## src/rtl/bpss_pkg.sv

```systemverilog
// ----------------------------------------------------------------------------
// bpss_pkg
// Shared constants, codes and controller/datapath interface types for the
// best patch SAD search unit.
// ----------------------------------------------------------------------------
package bpss_pkg;

    localparam int LIBRARY_DEPTH = 1024;
    localparam int TARGET_DEPTH  = 4096;
    localparam int PATCH_BYTES   = 192;

    localparam int LIB_WORDS = LIBRARY_DEPTH * 2 * PATCH_BYTES;
    localparam int TGT_WORDS = TARGET_DEPTH * PATCH_BYTES;
    localparam int LIB_AW    = $clog2(LIB_WORDS);
    localparam int TGT_AW    = $clog2(TGT_WORDS);
    localparam int SHAPE_AW  = $clog2(LIBRARY_DEPTH);

    localparam int REQ_W    = 2;
    localparam int TILE_W   = 10;
    localparam int TGT_W    = 12;
    localparam int POS_W    = 9;
    localparam int PIX_W    = 8;
    localparam int SHAPE_W  = 2;
    localparam int LCOUNT_W = 11;
    localparam int TCOUNT_W = 13;
    localparam int SCORE_W  = 20;
    localparam int CFG_AW   = 4;
    localparam int CFG_DW   = 32;

    localparam int BYTE_W = $clog2(PATCH_BYTES);
    localparam int ACC_W  = $clog2(2 * PATCH_BYTES * 255 + 1);
    localparam int SUM_W  = 24;
    localparam int NB_W   = TCOUNT_W + 1;

    localparam logic [REQ_W-1:0] REQ_LIB_LOAD = 2'd0;
    localparam logic [REQ_W-1:0] REQ_TGT_LOAD = 2'd1;
    localparam logic [REQ_W-1:0] REQ_SEARCH   = 2'd2;

    localparam logic [SHAPE_W-1:0] SHAPE_SQUARE    = 2'd0;
    localparam logic [SHAPE_W-1:0] SHAPE_LANDSCAPE = 2'd1;
    localparam logic [SHAPE_W-1:0] SHAPE_PORTRAIT  = 2'd2;

    localparam logic [1:0] REG_LIBRARY_COUNT = 2'd0;
    localparam logic [1:0] REG_TARGET_COUNT  = 2'd1;
    localparam logic [1:0] REG_COLUMN_HEIGHT = 2'd2;

    localparam logic [SCORE_W-1:0] SCORE_LIMIT       = 20'd1000000;
    localparam logic [SUM_W-1:0]   LANDSCAPE_PENALTY = 24'd100000;
    localparam logic [SUM_W-1:0]   PORTRAIT_PENALTY  = 24'd10000000;

    typedef struct packed {
        logic              lib_wr;
        logic              tgt_wr;
        logic              search_init;
        logic              shape_rd;
        logic              tile_setup;
        logic              pix_rd;
        logic              second_half;
        logic [TILE_W-1:0] tile;
        logic [BYTE_W-1:0] byte_idx;
        logic              score_en;
    } dp_cmd_t;

    typedef struct packed {
        logic [SHAPE_W-1:0] shape;
        logic               nb_present;
        logic               tgt_in_range;
    } dp_status_t;

endpackage

```

## src/rtl/bpss_ctrl.sv

```systemverilog
// ----------------------------------------------------------------------------
// bpss_ctrl
// Sequencer for loads and searches: walks the library tiles, the cells of
// each tile and the bytes of each cell, and issues datapath commands.
// ----------------------------------------------------------------------------
module bpss_ctrl (
    input  logic                          clk,
    input  logic                          rst_n,
    input  logic                          start,
    input  logic [bpss_pkg::REQ_W-1:0]    req_type,
    input  logic [bpss_pkg::LCOUNT_W-1:0] library_count,
    input  bpss_pkg::dp_status_t          status,
    output bpss_pkg::dp_cmd_t             cmd,
    output logic                          busy,
    output logic                          done
);

    localparam logic [2:0] S_IDLE   = 3'd0;
    localparam logic [2:0] S_SHAPE  = 3'd1;
    localparam logic [2:0] S_DECIDE = 3'd2;
    localparam logic [2:0] S_CELL0  = 3'd3;
    localparam logic [2:0] S_CELL1  = 3'd4;
    localparam logic [2:0] S_DRAIN  = 3'd5;
    localparam logic [2:0] S_SCORE  = 3'd6;
    localparam logic [2:0] S_DONE   = 3'd7;

    logic [2:0]                          state_reg, state_next;
    logic [bpss_pkg::LCOUNT_W-1:0]       tile_reg, tile_next;
    logic [bpss_pkg::LCOUNT_W-1:0]       count_reg, count_next;
    logic [bpss_pkg::BYTE_W-1:0]         byte_reg, byte_next;
    logic                                two_reg, two_next;
    logic [bpss_pkg::LCOUNT_W-1:0]       scan_limit;
    logic                                byte_last;

    assign scan_limit = (library_count < bpss_pkg::LCOUNT_W'(bpss_pkg::LIBRARY_DEPTH))
                        ? library_count : bpss_pkg::LCOUNT_W'(bpss_pkg::LIBRARY_DEPTH);
    assign byte_last  = (byte_reg == bpss_pkg::BYTE_W'(bpss_pkg::PATCH_BYTES - 1));

    always_comb
    begin
        state_next = state_reg;
        tile_next  = tile_reg;
        count_next = count_reg;
        byte_next  = byte_reg;
        two_next   = two_reg;
        cmd        = '0;
        cmd.tile     = tile_reg[bpss_pkg::TILE_W-1:0];
        cmd.byte_idx = byte_reg;
        unique case (state_reg)
            S_IDLE:
            begin
                if (start)
                begin
                    cmd.lib_wr = (req_type == bpss_pkg::REQ_LIB_LOAD);
                    cmd.tgt_wr = (req_type == bpss_pkg::REQ_TGT_LOAD);
                    if (req_type == bpss_pkg::REQ_SEARCH)
                    begin
                        cmd.search_init = 1'b1;
                        tile_next  = '0;
                        count_next = status.tgt_in_range ? scan_limit : '0;
                        state_next = S_SHAPE;
                    end
                end
            end
            S_SHAPE:
            begin
                if (tile_reg < count_reg)
                begin
                    cmd.shape_rd = 1'b1;
                    state_next   = S_DECIDE;
                end
                else
                begin
                    state_next = S_DONE;
                end
            end
            S_DECIDE:
            begin
                if (status.shape == bpss_pkg::SHAPE_SQUARE
                    || status.shape == bpss_pkg::SHAPE_LANDSCAPE
                    || status.shape == bpss_pkg::SHAPE_PORTRAIT)
                begin
                    cmd.tile_setup = 1'b1;
                    two_next   = (status.shape != bpss_pkg::SHAPE_SQUARE) && status.nb_present;
                    byte_next  = '0;
                    state_next = S_CELL0;
                end
                else
                begin
                    tile_next  = tile_reg + 1'b1;
                    state_next = S_SHAPE;
                end
            end
            S_CELL0:
            begin
                cmd.pix_rd      = 1'b1;
                cmd.second_half = 1'b0;
                if (byte_last)
                begin
                    byte_next  = '0;
                    state_next = two_reg ? S_CELL1 : S_DRAIN;
                end
                else
                begin
                    byte_next = byte_reg + 1'b1;
                end
            end
            S_CELL1:
            begin
                cmd.pix_rd      = 1'b1;
                cmd.second_half = 1'b1;
                if (byte_last)
                begin
                    byte_next  = '0;
                    state_next = S_DRAIN;
                end
                else
                begin
                    byte_next = byte_reg + 1'b1;
                end
            end
            S_DRAIN:
            begin
                state_next = S_SCORE;
            end
            S_SCORE:
            begin
                cmd.score_en = 1'b1;
                tile_next    = tile_reg + 1'b1;
                state_next   = S_SHAPE;
            end
            S_DONE:
            begin
                state_next = S_IDLE;
            end
            default:
            begin
                state_next = S_IDLE;
            end
        endcase
    end

    always_ff @(posedge clk or negedge rst_n)
    begin
        if (!rst_n)
        begin
            state_reg <= S_IDLE;
            tile_reg  <= '0;
            count_reg <= '0;
            byte_reg  <= '0;
            two_reg   <= 1'b0;
        end
        else
        begin
            state_reg <= state_next;
            tile_reg  <= tile_next;
            count_reg <= count_next;
            byte_reg  <= byte_next;
            two_reg   <= two_next;
        end
    end

    assign busy = (state_reg != S_IDLE);
    assign done = (state_reg == S_DONE);

endmodule

```

## config.mk

```make
export PLATFORM = sky130hd
export DESIGN_NAME = bpss_ctrl
export DESIGN_NICKNAME = d
export VERILOG_FILES = /design/src/rtl/bpss_pkg.sv /design/src/rtl/bpss_ctrl.sv
export SDC_FILE = /design/constraint.sdc
export NUM_CORES = 1
export LEC_CHECK = 0
export ABC_AREA = 1
export BUFFER_PORTS_ARGS = -buffer_cell sky130_fd_sc_hd__buf_2
export CAP_MARGIN = 25
export CORE_ASPECT_RATIO = 0.7
export CORE_MARGIN = 2
export CORE_UTILIZATION = 40
export DETAILED_ROUTE_END_ITERATION = 10
export PLACE_DENSITY = 0.61
export SYNTH_ARGS = -nofsm -noshare
export SYNTH_HDL_FRONTEND = slang
export SYNTH_SLANG_ARGS = --single-unit
```

## constraint.sdc

```tcl
create_clock -name clk -period 1.7 [get_ports clk]
set_clock_uncertainty 0.1 [all_clocks]
set_input_delay 0.34 -clock clk [delete_from_list [all_inputs] [get_ports clk]]
set_output_delay 0.34 -clock clk [all_outputs]
set_load 0.005 [all_outputs]
```

== Yosys cells after proc, flatten, opt, wreduce, memory -nomap -nowiden ==
Index checks and enable logic that the tools add are counted.
Storage, ports and cells
  register bits after elaboration: 34
  latch bits: 0
  memory bits (writable): 0
  ROM bits: 0
  input port bits: 20
  logic and storage cells: 69
  memories: 0
Cells by class
  $add $sub $neg: 2
  multiply operators: 0
  div/mod/pow operators: 0
  order comparisons: 2
  equality and inequality tests: 18
  shift operators: 0
  muxes and demuxes: 26
  bitwise operators: 0
  reductions and logical operators: 16
Operator list (count)
  2-to-1 mux 11 bit: 5
  one-hot mux 11 bit (3 select lines): 1
  one-hot mux 3 bit (8 select lines): 1
  2-to-1 mux 3 bit: 7
  2-to-1 mux 8 bit: 2
  one-hot mux 8 bit (2 select lines): 1
  == test 3 bit, second input constant: 4
  inequality test 2 bit, second input constant: 6
  adder 11 x 1 -> 11 bit, second input constant: 1
  less-than comparator 11 bit: 1
  less-than comparator 11 bit, second input constant: 1
  adder 8 x 1 -> 8 bit, second input constant: 1
  == test 8 bit, second input constant: 1
  AND reduction 4 bit: 2
  2-to-1 mux 1 bit: 7
  == test 3 x 2 -> 1 bit, second input constant: 2
  nonzero test 3 bit: 2
  == test 2 x 1 -> 1 bit, second input constant: 2
  == test 2 bit, second input constant: 2
  logical NOT 2 bit: 2
  one-hot mux 2 bit (2 select lines): 1
  AND reduction 2 bit: 2
  nonzero test 2 bit: 2
  == test 3 x 1 -> 1 bit, second input constant: 1
  other kinds (6): 7

== Depth between registers and ports, before layout ==
  depth in word-level cells: 5
  mapped depth: 12
  depth with buffers taken out: 12

== Worst setup path after synthesis ==
Ideal clock, no wire load.
  path type: register -> output
  start point: reg state_reg[2]
  end point: out cmd[23] in the netlist's numbering
  arrival: 1181 ps
  required time: 1260 ps
  setup slack: 79 ps
  cell stages (with the launch flop): 8
  buffers on the path: 1
  cells stage by stage: dfrtp_1 inv_2 nand3_4 o21ai_4 nor2_8 nand2_4 buf_6 inv_1
RTL lines
  start: declaration: RTL line bpss_ctrl.sv:27  | logic [2:0] state_reg, state_next;
  start signal: assignment: RTL line bpss_ctrl.sv:155  | state_reg <= state_next;
  end: declaration: RTL line bpss_ctrl.sv:13  | output bpss_pkg::dp_cmd_t cmd,

==> results.md <==
* Cell Area, Synth at 2290 µm²
* Post-Synthesis Cells at 307
* Final ANT Viol Nets at 0
* RePlAce Congestion at 0.847
* Critical path data required time at 1.26 ns
* Clock Latency Late Sink at 0.29 ns
* Clk pin slew, worst setup/hold paths at 0.07 ns
* GR Overflow Total at 0
* Core Box Area at 5640 µm²
* Period utilisation layout at 119%
* Pin count of the biggest net entering global routing at 35
* Max-slew headroom at 75.5%
* TritonCTS clock tree: built
* Register area at 852 µm²
* Die X at 94.5 µm
* Number of diodes at 0
* Number of global-route vias before repair at 1917
* Commonest non-fill, non-tap cells in the layout: nand2_1, buf_2, buf_4
* Average routed wire per standard cell at 12.5 µm
* Fin util at 57.7%
* Area of the die at 6360 µm²
* Max-cap check violation count at 0
* Area contributors post-synth: dfrtp_1, nand2_1, inv_1, ha_1, o21ai_2
* Port bufs at 47
* Synth cell types at 27
* Root Driver: clkbuf_8
* Post-layout nets at 431
* Worst hold path type: primary input to flop
* Area leader, netlist: dfrtp_1
* Setup_tns at -0.611 ns
* H-tree Lvls at 2
* Placed Area at 2710 µm²
* Sequential share of the synthesized area at 37.1%
* Worst Tran Pin Value at 0.364 ns
* Pwr/cell area at 1580 nW/µm²
* Post-synth net total at 339
* LEAKAGE at 0.00172 µW
* RR Startpoint: state_reg[2]
* Clock Sinks at 34
* Failing checks: negative setup slack
* RSZ-0062 raised after global routing: yes
* Initial DRC count at 88
* Worst setup margin at -0.325 ns
* Area grow syn2layout at 42.0%
* Final hold viol count at 0
* Asr flop ratio synth at 100%
* Avg Inst Size Synth at 7.47 µm²
* Proportion of layout cells with a drive suffix above 1 at 43.0%
* Crit path DAT at 1.59 ns
* First-pass GRT wire length at 9030 µm
* Number of synthesized flops with an enable pin at 0
* Via density at 4.66
* Max-slew violation count at 0
* Area occupied by multi-input gates at 1320 µm²
* Starting density of the core at 40.7%
* Die height at 67.4 µm
* Primary FF master, synth: dfrtp_1
* Filler Cells Inserted at 529
* Status: complete, but fails checks
* Wirelength, routed at 5940 µm
* IO Pins at 48
* Hpwl dp at 4120 µm
* Startpoint types: flop
* Tmin final at 2.03 ns
* Min-Delay Startpoint: library_count[9]
* CTS buffer count at 5
* Synth warn at 0
* Initial antenna violation count at 0
* Tot Pwr at 5130 µW
* Synth Register Bits at 34
* DR DRC count at 0
* Crit Path Class: flop to primary output
* Drt pass-1 iters at 4
* Yosys top cell area share at 37.1%
* Final setup violation count at 8
* Total global-route track usage at 18.3%
* Endpoint class of the critical path: primary output
* Crit-path max FO at 2
* Fmax achieved at 494 MHz
* Row count at 23
* Crit path from: count_reg[9]
* Max IR drop VDD at 0.634 mV
* Bufs on Longest Clock Path at 2
* Reg-to-reg slack, setup at -0.02 ns
* Cell area after layout at 3260 µm²
* Via count at 2212
* Leading cell type in the layout, fill and taps excluded: nand2_1
[stage by stage]
step	hold slack (ns)	setup slack, ns	cells
finish	0.206	-0.325	475
global route	0.209	-0.463	475
CTS	0.202	-0.314	455
detailed placement	0.219	-0.0287	439
global placement	0.220	-0.0163	439
floorplan	-0.0556	0.0795	307
[timing repair]
item | CTS | global route
buffers inserted | 7 | 20
endpoints found under the hold margin | 34 | 0
resized for setup | 14 | 45
cloned | 0 | 0
hold buffers | 1 | 0
setup endpoints to repair | 6 | 19
pin swaps | 10 | 19
[synth_stat cells, types with 2 or more instances]
master	instances
a21oi_1	5
buf_4	11
buf_6	2
dfrtp_1	34
ha_1	12
inv_1	47
inv_2	5
nand2_1	93
nand2_2	2
nand3_1	18
nand3_4	2
nand4_1	7
nor2_1	19
nor3_1	7
o21ai_0	13
o21ai_2	12
o22ai_1	3
o31ai_1	3
or2_2	2
xor2_1	3
[worst paths after layout]
kind                                end  cells after the start
max reg2reg                count_reg[8]                     11
max                             cmd[22]                     10
min reg2reg                count_reg[7]                      2
min                        count_reg[9]                      3
min in group asynchronous   tile_reg[0]                      3
max in group asynchronous  state_reg[0]                      3
[report_power, final]
| group | total (µW) | switching, µW | internal [µW] |
|---|---|---|---|
| clock network | 629 | 302 | 327 |
| logic | 3230 | 1730 | 1500 |
| registers | 1280 | 202 | 1070 |
[layer usage]
layer	track usage, %	wire length, µm	vias up
li1	-	-	1148
met1	28.0	3070	1002
met2	26.2	2490	55
met3	3.13	309	7
met4	5.07	68	0
met5	0	0	-
[cell type report]
| class | instances | share of cell area [%] |
|---|---|---|
| inverters | 52 | 6.07 |
| multi-input cells | 207 | 40.5 |
| repair buffers | 99 | 21.5 |
| clock inverters | 1 | 0.154 |
| well taps | 75 | 2.88 |
| clock buffers | 7 | 2.65 |
| flip-flops and latches | 34 | 26.2 |
[cell families (layout without fill, tap and decap cells)]
kind of cell             after synthesis  in the layout  share of synthesized area, %
AO/OA/AOI/OAI                         39             39                          11.7
flip-flops                            34             34                          37.1
buffers and inverters                 66            159                          13.3
adder cells (fa/ha/maj)               12             12                          6.55
XOR/XNOR                               3              3                          1.15
AND/OR/NAND/NOR                      153            153                          30.2
[critical path: stages (launching register included)]
cell     delay [ns]
dfrtp_1        0.35
inv_1          0.06
ha_1           0.28
nand2_1        0.08
inv_2          0.05
nand2_2        0.06
inv_1          0.04
nand2_1        0.06
nand3_2        0.08
nor2_1         0.11
buf_2          0.12
No activity file was read; power rests on OpenSTA's default activity.
